<file path="src/aging_client_address_table_defines.svh">
// assertion macros for the aging client address table
// expects i_clk and i_rst_n in the scope of use
`ifndef AGING_CLIENT_ADDRESS_TABLE_DEFINES_SVH
`define AGING_CLIENT_ADDRESS_TABLE_DEFINES_SVH

// same-cycle implication
`define ACAT_ASSERT_NOW(label, ante, cons, msg) \
    label: assert property (@(posedge i_clk) disable iff (!i_rst_n) \
        (ante) |-> (cons)) else $error(msg);

// next-cycle implication
`define ACAT_ASSERT_NEXT(label, ante, cons, msg) \
    label: assert property (@(posedge i_clk) disable iff (!i_rst_n) \
        (ante) |=> (cons)) else $error(msg);

`endif

</file>
<file path="src/acat_pkg.sv">
// shared constants, codes and types for the aging client address table
// no dependencies
`timescale 1ns / 1ps

package acat_pkg;

    localparam int MAX_CLIENTS = 16;
    localparam int IDX_W       = (MAX_CLIENTS > 1) ? $clog2(MAX_CLIENTS) : 1;
    localparam int CNT_W       = $clog2(MAX_CLIENTS + 1);
    localparam int ADDR_W      = 32;
    localparam int LIFE_W      = 8;
    localparam int ID_W        = 5;
    localparam int PADDR_W     = 3;
    localparam int PDATA_W     = 32;

    localparam logic [LIFE_W-1:0]    LIFETIME_RESET = LIFE_W'(20);
    localparam logic [PADDR_W-3:0]   REG_LIFETIME   = '0;

    localparam logic OP_REGISTER = 1'b0;
    localparam logic OP_TICK     = 1'b1;

    typedef enum logic [1:0] {
        ST_REFRESH = 2'd0,
        ST_APPEND  = 2'd1,
        ST_REUSE   = 2'd2,
        ST_FULL    = 2'd3
    } t_status;

    typedef enum logic [2:0] {
        S_IDLE,
        S_SEARCH,
        S_REUSE,
        S_TICK,
        S_DONE
    } t_state;

    typedef struct packed {
        logic              addr_we;
        logic              life_we;
        logic [IDX_W-1:0]  idx;
        logic [ADDR_W-1:0] addr;
        logic [LIFE_W-1:0] life;
    } t_store_wr;

    typedef struct packed {
        logic              addr_eq;
        logic              life_zero;
        logic [LIFE_W-1:0] life_dec;
    } t_cmp_res;

endpackage

</file>
<file path="src/aging_client_address_table.sv">
// aging client address table top level: apb lifetime register and submodules
// depends on acat_pkg, acat_ctrl, acat_entry_store, acat_cmp_unit
//
//   channel   | handshake          | payload
//   ----------+--------------------+--------------------------------
//   request   | i_valid / o_stall  | i_operation, i_ip_address
//   result    | o_valid / i_stall  | o_client_id, o_status
//   config    | psel, penable      | paddr, pwdata, prdata
//
// a register request scans the filled slots for a hit, else appends if there is room,
// else rescans from slot 0 for an expired slot; a tick decrements each nonzero lifetime
// one entry is compared or decremented per cycle by the shared compare unit
// reset clears the fill count, the sequencer and the result valid flag; lifetime goes to 20
// a held result stalls only the hand-over from the finished request, not the scan
`timescale 1ns / 1ps

module aging_client_address_table (
    input  logic                           i_clk,
    input  logic                           i_rst_n,
    input  logic                           i_valid,
    output logic                           o_stall,
    input  logic                           i_operation,
    input  logic [acat_pkg::ADDR_W-1:0]    i_ip_address,
    output logic                           o_valid,
    input  logic                           i_stall,
    output logic [acat_pkg::ID_W-1:0]      o_client_id,
    output logic [1:0]                     o_status,
    input  logic                           psel,
    input  logic                           penable,
    input  logic                           pwrite,
    input  logic [acat_pkg::PADDR_W-1:0]   paddr,
    input  logic [acat_pkg::PDATA_W-1:0]   pwdata,
    output logic [acat_pkg::PDATA_W-1:0]   prdata,
    output logic                           pready
);
    import acat_pkg::*;

    logic [LIFE_W-1:0] r_lifetime, n_lifetime;
    logic              sel_lifetime;
    logic              cfg_we;

    t_cmp_res          cmp_res;
    t_store_wr         store_wr;
    logic [ADDR_W-1:0] req_addr;
    logic [IDX_W-1:0]  rd_idx;
    logic [ADDR_W-1:0] rd_addr;
    logic [LIFE_W-1:0] rd_life;

    assign pready       = 1'b1;
    assign sel_lifetime = (paddr[PADDR_W-1:2] == REG_LIFETIME);
    assign cfg_we       = psel && penable && pwrite && pready;

    always_comb begin
        n_lifetime = r_lifetime;
        if (cfg_we && sel_lifetime) begin
            n_lifetime = pwdata[LIFE_W-1:0];
        end
    end

    always_ff @(posedge i_clk) begin
        if (!i_rst_n) begin
            r_lifetime <= LIFETIME_RESET;
        end else begin
            r_lifetime <= n_lifetime;
        end
    end

    assign prdata = sel_lifetime ? PDATA_W'(r_lifetime) : '0;

    acat_ctrl u_ctrl (
        .i_clk        (i_clk),
        .i_rst_n      (i_rst_n),
        .i_valid      (i_valid),
        .o_stall      (o_stall),
        .i_operation  (i_operation),
        .i_ip_address (i_ip_address),
        .o_valid      (o_valid),
        .i_stall      (i_stall),
        .o_client_id  (o_client_id),
        .o_status     (o_status),
        .i_lifetime   (r_lifetime),
        .i_cmp        (cmp_res),
        .o_req_addr   (req_addr),
        .o_rd_idx     (rd_idx),
        .o_wr         (store_wr)
    );

    acat_entry_store u_store (
        .i_clk     (i_clk),
        .i_wr      (store_wr),
        .i_rd_idx  (rd_idx),
        .o_rd_addr (rd_addr),
        .o_rd_life (rd_life)
    );

    acat_cmp_unit u_cmp (
        .i_entry_addr (rd_addr),
        .i_req_addr   (req_addr),
        .i_life       (rd_life),
        .o_res        (cmp_res)
    );

endmodule

</file>
<file path="src/acat_entry_store.sv">
// entry address and lifetime storage, one write port, one read index with registered read data
// depends on acat_pkg
`timescale 1ns / 1ps

module acat_entry_store (
    input  logic                          i_clk,
    input  acat_pkg::t_store_wr           i_wr,
    input  logic [acat_pkg::IDX_W-1:0]    i_rd_idx,
    output logic [acat_pkg::ADDR_W-1:0]   o_rd_addr,
    output logic [acat_pkg::LIFE_W-1:0]   o_rd_life
);
    import acat_pkg::*;

    logic [ADDR_W-1:0] r_addr_mem [MAX_CLIENTS];
    logic [LIFE_W-1:0] r_life_mem [MAX_CLIENTS];
    logic [ADDR_W-1:0] r_rd_addr;
    logic [LIFE_W-1:0] r_rd_life;

    always_ff @(posedge i_clk) begin
        if (i_wr.addr_we) begin
            r_addr_mem[i_wr.idx] <= i_wr.addr;
        end
        if (i_wr.life_we) begin
            r_life_mem[i_wr.idx] <= i_wr.life;
        end
        r_rd_addr <= r_addr_mem[i_rd_idx];
        r_rd_life <= r_life_mem[i_rd_idx];
    end

    assign o_rd_addr = r_rd_addr;
    assign o_rd_life = r_rd_life;

endmodule

</file>
<file path="src/acat_cmp_unit.sv">
// shared compare and decrement unit used by every scan step
// depends on acat_pkg
`timescale 1ns / 1ps

module acat_cmp_unit (
    input  logic [acat_pkg::ADDR_W-1:0] i_entry_addr,
    input  logic [acat_pkg::ADDR_W-1:0] i_req_addr,
    input  logic [acat_pkg::LIFE_W-1:0] i_life,
    output acat_pkg::t_cmp_res          o_res
);
    import acat_pkg::*;

    always_comb begin
        o_res.addr_eq   = (i_entry_addr == i_req_addr);
        o_res.life_zero = (i_life == '0);
        o_res.life_dec  = i_life - LIFE_W'(1);
    end

endmodule

</file>
<file path="src/acat_ctrl.sv">
// scan sequencer: search, append, reuse and tick passes plus result register
// depends on acat_pkg and aging_client_address_table_defines.svh
`timescale 1ns / 1ps
`include "aging_client_address_table_defines.svh"

module acat_ctrl (
    input  logic                          i_clk,
    input  logic                          i_rst_n,
    input  logic                          i_valid,
    output logic                          o_stall,
    input  logic                          i_operation,
    input  logic [acat_pkg::ADDR_W-1:0]   i_ip_address,
    output logic                          o_valid,
    input  logic                          i_stall,
    output logic [acat_pkg::ID_W-1:0]     o_client_id,
    output logic [1:0]                    o_status,
    input  logic [acat_pkg::LIFE_W-1:0]   i_lifetime,
    input  acat_pkg::t_cmp_res            i_cmp,
    output logic [acat_pkg::ADDR_W-1:0]   o_req_addr,
    output logic [acat_pkg::IDX_W-1:0]    o_rd_idx,
    output acat_pkg::t_store_wr           o_wr
);
    import acat_pkg::*;

    t_state            r_state, n_state;
    logic [CNT_W-1:0]  r_idx, n_idx;
    logic [CNT_W-1:0]  r_count, n_count;
    logic [ADDR_W-1:0] r_req_addr, n_req_addr;
    logic [ID_W-1:0]   r_res_id, n_res_id;
    t_status           r_res_status, n_res_status;
    logic              r_out_valid, n_out_valid;
    logic [ID_W-1:0]   r_out_id, n_out_id;
    t_status           r_out_status, n_out_status;

    logic scan_end;
    logic has_room;
    logic out_free;

    assign scan_end = (r_idx == r_count);
    assign has_room = (r_count < CNT_W'(MAX_CLIENTS));
    assign out_free = !r_out_valid || !i_stall;

    // next state
    always_comb begin
        n_state = r_state;
        case (r_state)
            S_IDLE: begin
                if (i_valid) begin
                    n_state = (i_operation == OP_TICK) ? S_TICK : S_SEARCH;
                end
            end
            S_SEARCH: begin
                if (scan_end) begin
                    n_state = has_room ? S_DONE : S_REUSE;
                end else if (i_cmp.addr_eq) begin
                    n_state = S_DONE;
                end
            end
            S_REUSE: begin
                if (scan_end || i_cmp.life_zero) begin
                    n_state = S_DONE;
                end
            end
            S_TICK: begin
                if (scan_end) begin
                    n_state = S_IDLE;
                end
            end
            S_DONE: begin
                if (out_free) begin
                    n_state = S_IDLE;
                end
            end
            default: begin
                n_state = S_IDLE;
            end
        endcase
    end

    // datapath and outputs
    always_comb begin
        n_idx        = r_idx;
        n_count      = r_count;
        n_req_addr   = r_req_addr;
        n_res_id     = r_res_id;
        n_res_status = r_res_status;
        n_out_valid  = r_out_valid && i_stall;
        n_out_id     = r_out_id;
        n_out_status = r_out_status;
        o_wr.addr_we = 1'b0;
        o_wr.life_we = 1'b0;
        o_wr.idx     = r_idx[IDX_W-1:0];
        o_wr.addr    = r_req_addr;
        o_wr.life    = i_lifetime;
        case (r_state)
            S_IDLE: begin
                n_idx      = '0;
                n_req_addr = i_ip_address;
            end
            S_SEARCH: begin
                if (scan_end) begin
                    if (has_room) begin
                        o_wr.addr_we = 1'b1;
                        o_wr.life_we = 1'b1;
                        n_count      = r_count + CNT_W'(1);
                        n_res_id     = ID_W'(r_idx) + ID_W'(1);
                        n_res_status = ST_APPEND;
                    end else begin
                        n_idx = '0;
                    end
                end else if (i_cmp.addr_eq) begin
                    o_wr.life_we = 1'b1;
                    n_res_id     = ID_W'(r_idx) + ID_W'(1);
                    n_res_status = ST_REFRESH;
                end else begin
                    n_idx = r_idx + CNT_W'(1);
                end
            end
            S_REUSE: begin
                if (scan_end) begin
                    n_res_id     = '0;
                    n_res_status = ST_FULL;
                end else if (i_cmp.life_zero) begin
                    o_wr.addr_we = 1'b1;
                    o_wr.life_we = 1'b1;
                    n_res_id     = ID_W'(r_idx) + ID_W'(1);
                    n_res_status = ST_REUSE;
                end else begin
                    n_idx = r_idx + CNT_W'(1);
                end
            end
            S_TICK: begin
                if (!scan_end) begin
                    o_wr.life_we = !i_cmp.life_zero;
                    o_wr.life    = i_cmp.life_dec;
                    n_idx        = r_idx + CNT_W'(1);
                end
            end
            S_DONE: begin
                if (out_free) begin
                    n_out_valid  = 1'b1;
                    n_out_id     = r_res_id;
                    n_out_status = r_res_status;
                end
            end
            default: begin
                n_idx = '0;
            end
        endcase
    end

    always_ff @(posedge i_clk) begin
        if (!i_rst_n) begin
            r_state     <= S_IDLE;
            r_count     <= '0;
            r_out_valid <= 1'b0;
        end else begin
            r_state     <= n_state;
            r_count     <= n_count;
            r_out_valid <= n_out_valid;
        end
    end

    always_ff @(posedge i_clk) begin
        r_idx        <= n_idx;
        r_req_addr   <= n_req_addr;
        r_res_id     <= n_res_id;
        r_res_status <= n_res_status;
        r_out_id     <= n_out_id;
        r_out_status <= n_out_status;
    end

    assign o_stall     = (r_state != S_IDLE);
    assign o_valid     = r_out_valid;
    assign o_client_id = r_out_id;
    assign o_status    = r_out_status;
    assign o_req_addr  = r_req_addr;
    // store read is registered, so the index for the next scan step is presented
    assign o_rd_idx    = n_idx[IDX_W-1:0];

    `ACAT_ASSERT_NOW(a_full_id_zero, r_out_valid,
        (r_out_status == ST_FULL) == (r_out_id == '0),
        "client id zero must go with table full")
    `ACAT_ASSERT_NOW(a_reuse_when_full, r_state == S_REUSE,
        r_count == CNT_W'(MAX_CLIENTS),
        "reuse scan entered with free space")
    `ACAT_ASSERT_NEXT(a_count_step, 1'b1,
        (r_count == $past(r_count)) || (r_count == $past(r_count) + CNT_W'(1)),
        "fill count moved by more than one")

endmodule

</file>
<file path="config.mk">
export PLATFORM = sky130hd
export DESIGN_NAME = aging_client_address_table
export DESIGN_NICKNAME = d
export VERILOG_FILES = /design/src/acat_pkg.sv /design/src/aging_client_address_table.sv /design/src/acat_entry_store.sv /design/src/acat_cmp_unit.sv /design/src/acat_ctrl.sv
export VERILOG_INCLUDE_DIRS = /design/src /design/src/src
export SDC_FILE = /design/constraint.sdc
export NUM_CORES = 1
export LEC_CHECK = 0
export BUFFER_PORTS_ARGS = -buffer_cell sky130_fd_sc_hd__buf_4
export CAP_MARGIN = 20
export CORE_MARGIN = 2
export CORE_UTILIZATION = 50
export DETAILED_ROUTE_END_ITERATION = 7
export PLACE_DENSITY_LB_ADDON = 0.05
export SLEW_MARGIN = 20
export SYNTH_ARGS = -nofsm -noshare
export SYNTH_HDL_FRONTEND = slang
export SYNTH_SLANG_ARGS = --single-unit
</file>
<file path="constraint.sdc">
create_clock -name i_clk -period 4.5 [get_ports i_clk]
set_clock_uncertainty 0.15 [all_clocks]
set_input_delay 0.675 -clock i_clk [delete_from_list [all_inputs] [get_ports i_clk]]
set_output_delay 0.675 -clock i_clk [all_outputs]
set_load 0.02 [all_outputs]
</file>
==> run metrics, run 1 <==
Worst Tran Pin Value=1000 ps; Mapped Cells=1995; wire length of the first global-routing pass=108000 µm; synth unique cells=62; Crit path depth=13; post-synthesis instance area=29900 µm²; critical-path cell list=xor2_1, nor4_1, buf_4, and4_1, a211oi_1, and4bb_4, buf_12, buf_12, mux2i_1, nor3_1, nor4_1, buf_4, o211ai_1; setup_tns=0 ps; Slew HR=between 30% and 40%; internal power=around 14000 µW; post-CTS setup buffers=0; clock slew at reported path FFs=60 ps; Post-synth EDFFs=687; Gate power share=a little under a fifth; final setup margin=~270 ps; origin of the critical flop-to-flop path=u_ctrl.o_req_addr[5]$_DFFE_PN_; crit-path leading delay family=simple AND/OR/NAND/NOR gates; wire per inst=24.3 µm; Total GRT Usage=23.5%; Crit Path Max Fanout=24; status=completed; # setup viols final=0; reg2reg end=u_store.o_rd_addr[10]$_DFF_P_; Hold EP=u_ctrl.o_req_addr[2]$_DFFE_PN_; worst IR drop on VDD=391 µV; # IOs=between 100 and 150; slowest CP cell=edfxtp_1; vias per cell=5.73; most frequent cells in the layout=687 x edfxtp_1, 240 x mux2i_1, 171 x buf_4, 162 x nor3_1, 130 x nand2_1; Post-CTS Hold Buffers=0; Fillers=between 4000 and 5000; critical path startpoint category=flop; Ant. Diodes=0; initial antenna violation count=0; most common cell after layout, fill and taps aside=edfxtp_1; internal reg-to-reg setup slack=270 ps; row cnt=89; CTS tree=built; pwr dens=534 nW/µm²; DRT iter0 DRCs=1506; largest net degree at the start of global routing=59; Net Sw Power=roughly 5000 µW; Post-CTS Resized=0; share of power burned in registers=46.9%; Max Clk Rate=236 MHz; Sink Count=about 750; Pleak=0.0131 µW; critical path class=flop to flop; crit path capture type=flop; layout cells sized above 1=roughly 16%; Slew Viols, Final=0; Yosys reg bits=748; die width=249 µm; ys async rst share=0%; Area growth, synth to finish=16.8%; DR vias=around 17000; worst slack, placed=268 ps; Placer Congestion=0.826; Tmin final=4230 ps; NumNets Final=2237; part of the Yosys area used for sequential elements=73.1%; Post-route DRC=0; I/O Buffers=65; antenna-violating nets left=0; initial core utilization=50.6%; Die Y=around 250 µm; core region area=59000 µm²; Worst Min Path Start=i_ip_address[2]; CTS Buf Count=78; crit share post-route=between 90% and 100%; Clock Power Share=35.0%; Clock Latency Late Sink=between 600 and 700 ps; grt ovf=0; leading register cell type out of synthesis=edfxtp_1; max incr delay on CP=630 ps; reg2reg path depth=13; Critical Path RT=slightly below 5000 ps; hold path depth=1; total wire length=72800 µm; Pre-antenna DRT Iters=5; CTS Buffer Depth=3; yosys warns=0; post-DP HPWL=40800 µm; crit path DAT=4570 ps; Sw Share=26.6%; Syn Area/Cell=15.0 µm²; die area=61800 µm²; final hold vios=0; maxcap violations=0; Power Total=between 15000 and 20000 µW; Hold WC Path Type=input pin to flop; CTS Root Cell=clkbuf_16; RSZ-0062 raised after global routing=false; final core utilization=59.2%; vias in the first global route=16600; H-tree depth=3; Bufs and invs on worst path=4
## area by class of cell
cell class	instances	area, µm²	area share, %
tap	773	967	2.77
multi-input combinational	1106	7430	21.3
clock inverter	39	434	1.24
inverter	14	56.3	0.161
sequential	748	21900	62.6
timing repair buffer	207	2000	5.74
clock buffer	105	2180	6.24
## sequential cells by signal (all words and copies together), names as in the netlist, 3 cells and up
| signal | count |
|---|---|
| u_ctrl.o_client_id | 5 |
| u_ctrl.r_res_id | 5 |
| u_store.r_life_mem | 128 |
| u_ctrl.o_req_addr | 32 |
| u_store.o_rd_addr | 32 |
| r_lifetime | 8 |
| u_store.o_rd_life | 8 |
| u_ctrl.r_state | 3 |
| u_ctrl.r_idx | 5 |
| u_ctrl.r_count | 5 |
| u_store.r_addr_mem | 512 |
## metal layers
layer | routed length (µm) | global-route usage [%]
met1 | 33500 | 34.5
met2 | 33600 | 36.4
met3 | 3890 | 3.85
met4 | 1770 | 6.60
met5 | 0 | 0
## worst reg2reg max path: stages (launching register included)
cell and delay (ps):
edfxtp_1 630, xor2_1 280, nor4_1 530, buf_4 250, and4_1 300, a211oi_1 160
and4bb_4 440, buf_12 180, buf_12 220, mux2i_1 240, nor3_1 60, nor4_1 440
buf_4 180, o211ai_1 70
## power by group through the flow
stage / registers (µW) / clock network, µW / logic, µW
2_1_floorplan: 8840 / 0 / 2160
3_3_place_gp: 8850 / 0 / 3370
3_5_place_dp: 8870 / 0 / 3400
4_1_cts: 8730 / 6640 / 3420
5_1_grt: 8780 / 6910 / 3660
6_report: 8730 / 6520 / 3380
## worst max-delay path by stage
| stage | start | end | slack, ps |
|---|---|---|---|
| floorplan | u_ctrl.r_state[0]$_SDFFE_PN0P_ | u_store.o_rd_addr[0]$_DFF_P_ | 590 |
| global placement | u_ctrl.o_req_addr[5]$_DFFE_PN_ | u_store.o_rd_addr[10]$_DFF_P_ | 340 |
| detailed placement | u_ctrl.o_req_addr[5]$_DFFE_PN_ | u_store.o_rd_addr[10]$_DFF_P_ | 270 |
| CTS | u_ctrl.o_req_addr[5]$_DFFE_PN_ | u_store.o_rd_addr[10]$_DFF_P_ | 250 |
| global route | u_ctrl.o_req_addr[5]$_DFFE_PN_ | u_store.o_rd_life[2]$_DFF_P_ | 120 |
| finish | u_ctrl.o_req_addr[5]$_DFFE_PN_ | u_store.o_rd_addr[10]$_DFF_P_ | 270 |
## synthesized netlist by cell type (3+ instances only)
cell / instances / area [µm²]
buf_2: 21 / 105
nand2_1: 130 / 488
inv_1: 11 / 41.3
buf_6: 8 / 90.1
o21ai_0: 17 / 85.1
clkbuf_1: 68 / 255
xor2_1: 37 / 324
nand4_1: 43 / 269
o211ai_1: 40 / 300
nor4_1: 50 / 313
ha_1: 7 / 87.6
and2_1: 5 / 31.3
nand2b_1: 5 / 31.3
a21oi_1: 50 / 250
nor2b_1: 13 / 81.3
dfxtp_1: 61 / 1220
buf_1: 6 / 22.5
o21ai_1: 41 / 205
a21boi_0: 8 / 60.1
a32o_1: 40 / 400
xnor2_1: 11 / 96.3
mux2i_1: 240 / 2400
edfxtp_1: 687 / 20600
nor3_1: 164 / 821
nand3_1: 9 / 45.0
nor2_1: 131 / 492
o31ai_1: 3 / 22.5
buf_4: 46 / 345
## metrics by stage
stage	hold WS [ps]	instance area, µm²	cells
3_3_place_gp	255	32300	2848
3_5_place_dp	255	32300	2848
2_1_floorplan	250	30000	2018
4_1_cts	50.7	34900	2992
5_1_grt	57.4	34900	2992
6_report	84.1	34900	2992
## logic make-up after synthesis
logic type	Yosys count	synth area share [%]
AO/OA/AOI/OAI	218	5.04
AND/OR/NAND/NOR	568	9.15
multiplexers	240	8.04
other	2	0.0251
XOR/XNOR	48	1.41
flip-flops	748	73.1
adder cells (fa/ha/maj)	7	0.293
buffers and inverters	164	2.94
No activity file was read; power rests on OpenSTA's default activity.
==> run 2, diff against run 1 <==
Settings changed: RECOVER_POWER from default to 100.
==> run 2 against run 1 <==
The flow now finishes with violations (max-capacitance violations, max-slew violations). Cell area down 1.4%. Clock power is essentially flat. Count of clock-buffer cells in the layout did not move. Utilization decreased by 0.85 points. Setup slack got worse by 41 ps. Wire length up 0.21%. First-iteration DRC count is 2.9% lower. Flip-flop and latch count is the same. Critical path depth is 4 lower. Critical endpoint is now u_store.r_addr_mem[4][29]$_DFFE_PP_.
==> run metrics, run 2 (synthesis gave the netlist of run 1 again) <==
maxcap violations=2 (+2); Most flops, register=u_store.r_addr_mem; wire length of the first global-routing pass=108000 µm (unchanged); crit share post-route=94.9% (+0.91 points); Post-route DRC=0 (unchanged); Placer Congestion=0.826 (unchanged); initial core utilization=50.6% (unchanged); crit-path leading delay family=simple AND/OR/NAND/NOR gates; # IOs=117 (unchanged); final core utilization=58.3% (-0.85 points); Ant. Diodes=0 (unchanged); layout cells sized above 1=12.3% (-3.8 points); Area growth, synth to finish=15.2%; pwr dens=539 nW/µm² (+1.0%); antenna-violating nets left=0 (unchanged); I/O Buffers=65 (unchanged); # setup viols final=0 (unchanged); CTS Root Cell=clkbuf_16; clock slew at reported path FFs=60 ps (about the same); FF+latch area=21900 µm² (unchanged); Critical Path RT=4590 ps (-250 ps); Worst Tran Pin Value=3240 ps (+2240 ps); Total GRT Usage=23.5% (unchanged); footprint of the multi-input gates=7330 µm² (-1.3%); Worst Min Path Start=i_ip_address[2]; largest net degree at the start of global routing=59 (unchanged); Hold WC Path Type=input pin to flop; hold_ws=104 ps (+19.4 ps); critical-path cell list=xnor2_1, nand2_1, or2_0, inv_1, nand2_1, nand2_1, nand2_1, nor2_2, clkbuf_4; Sink Count=748 (unchanged); most frequent cells in the layout=687 x edfxtp_1, 240 x mux2i_1, 165 x nor3_1, 130 x nand2_1, 118 x nor2_1; most common cell after layout, fill and taps aside=edfxtp_1; total wire length=72900 µm (+0.21%); violated checks=max-capacitance violations, max-slew violations; slowest CP cell=nor2_2; initial antenna violation count=0 (unchanged); vias per cell=5.73 (about the same); hold path depth=1 (unchanged); Post-CTS Resized=0 (unchanged); Max Clk Rate=234 MHz (-0.96%); die area=61800 µm² (unchanged); Most Frequent Cell on Critical Path=nand2_1; Tmin final=4270 ps (+40.9 ps); CTS Buf Count=78 (unchanged); critical path startpoint category=flop; Post-CTS Hold Buffers=0 (unchanged); status=complete, but fails checks; crit path DAT=4360 ps (-210 ps); reg2reg path depth=9 (-4); biggest regs=u_store.r_addr_mem x512, u_store.r_life_mem x128; DR vias=17100 (-0.012%); wire per inst=24.4 µm (+0.21%); core region area=59000 µm² (unchanged); Clock Latency Late Sink=620 ps (about the same); post-CTS setup buffers=0 (unchanged); max reg flops=512 (unchanged); Slew HR=-116% (-150 points); Worst setup startpoint=u_ctrl.r_idx[3]$_DFF_P_; max incr delay on CP=820 ps (+190 ps); Die Y=249 µm (unchanged); Fillers=4681 (+2.2%); crit path capture type=flop; Bufs and invs on worst path=2 (-2); DRT iter0 DRCs=1462 (-2.9%); Pre-antenna DRT Iters=5 (unchanged); Slew Viols, Final=67 (+67); H-tree depth=3 (unchanged); vias in the first global route=16600 (unchanged); critical path class=flop to flop; Crit path depth=9 (-4); Pleak=0.0127 µW (-2.6%); setup_tns=0 ps (unchanged); post-DP HPWL=40800 µm (unchanged); grt ovf=0 (unchanged); Crit Path Max Fanout=22 (-8.3%); final hold vios=0 (unchanged); origin of the critical flop-to-flop path=u_ctrl.r_idx[3]$_DFF_P_; RSZ-0062 raised after global routing=false; die width=249 µm (unchanged); CTS Buffer Depth=3 (unchanged); CTS tree=built; worst IR drop on VDD=393 µV (+0.52%); NumNets Final=2237 (unchanged); row cnt=89 (unchanged)
[run 2: cell count changes in the layout (fill, tap and decap cells not counted), moves of 4 or more]
cell,before,now
buf_4,171,63
clkbuf_1,19,94
clkbuf_4,0,26
clkbuf_2,0,13
nor2_4,17,7
buf_12,36,29
o21ai_0,10,17
o21ai_1,48,41
nor2_2,0,6
nor2_1,114,118
[run 2: report_power, final]
group	switching (µW)	internal, µW
combinational	2000	1280
clock	2610	3920
sequential	355	8390
[run 2: metrics by stage]
stage | power (µW) | worst slack, ps | cells | instance area, µm²
floorplan | 11000 | 586 | 2018 | 30000
global placement | 12200 | 345 | 2848 | 32300
detailed placement | 12300 | 268 | 2848 | 32300
CTS | 18800 | 247 | 2992 | 34900
global route | 19300 | 60.7 | 2992 | 34400
finish | 18600 | 227 | 2992 | 34400
[run 2: worst paths after layout]
check	end	slack, ps
max reg2reg	u_store.r_addr_mem[4][29]$_DFFE_PP_	230
max	u_store.r_addr_mem[4][29]$_DFFE_PP_	230
min	u_ctrl.o_req_addr[2]$_DFFE_PN_	100
min reg2reg	u_ctrl.o_status[0]$_DFFE_PP_	270
[run 2: final cells by class]
type / count / area share (%)
tap: 773 / 2.81
inverter: 14 / 0.164
multi-input combinational: 1106 / 21.3
clock inverter: 39 / 1.26
timing repair buffer: 207 / 4.65
clock buffer: 105 / 6.33
sequential: 748 / 63.5
[run 2: per-layer routing]
| layer | track usage (%) | share of wire (%) | up-vias |
|---|---|---|---|
| met1 | 34.5 | 46 | 8549 |
| met4 | 6.60 | 2.4 | 0 |
| li1 | - | - | 7951 |
| met3 | 3.85 | 5.0 | 115 |
| met2 | 36.4 | 46 | 516 |
| met5 | 0 | 0 | - |
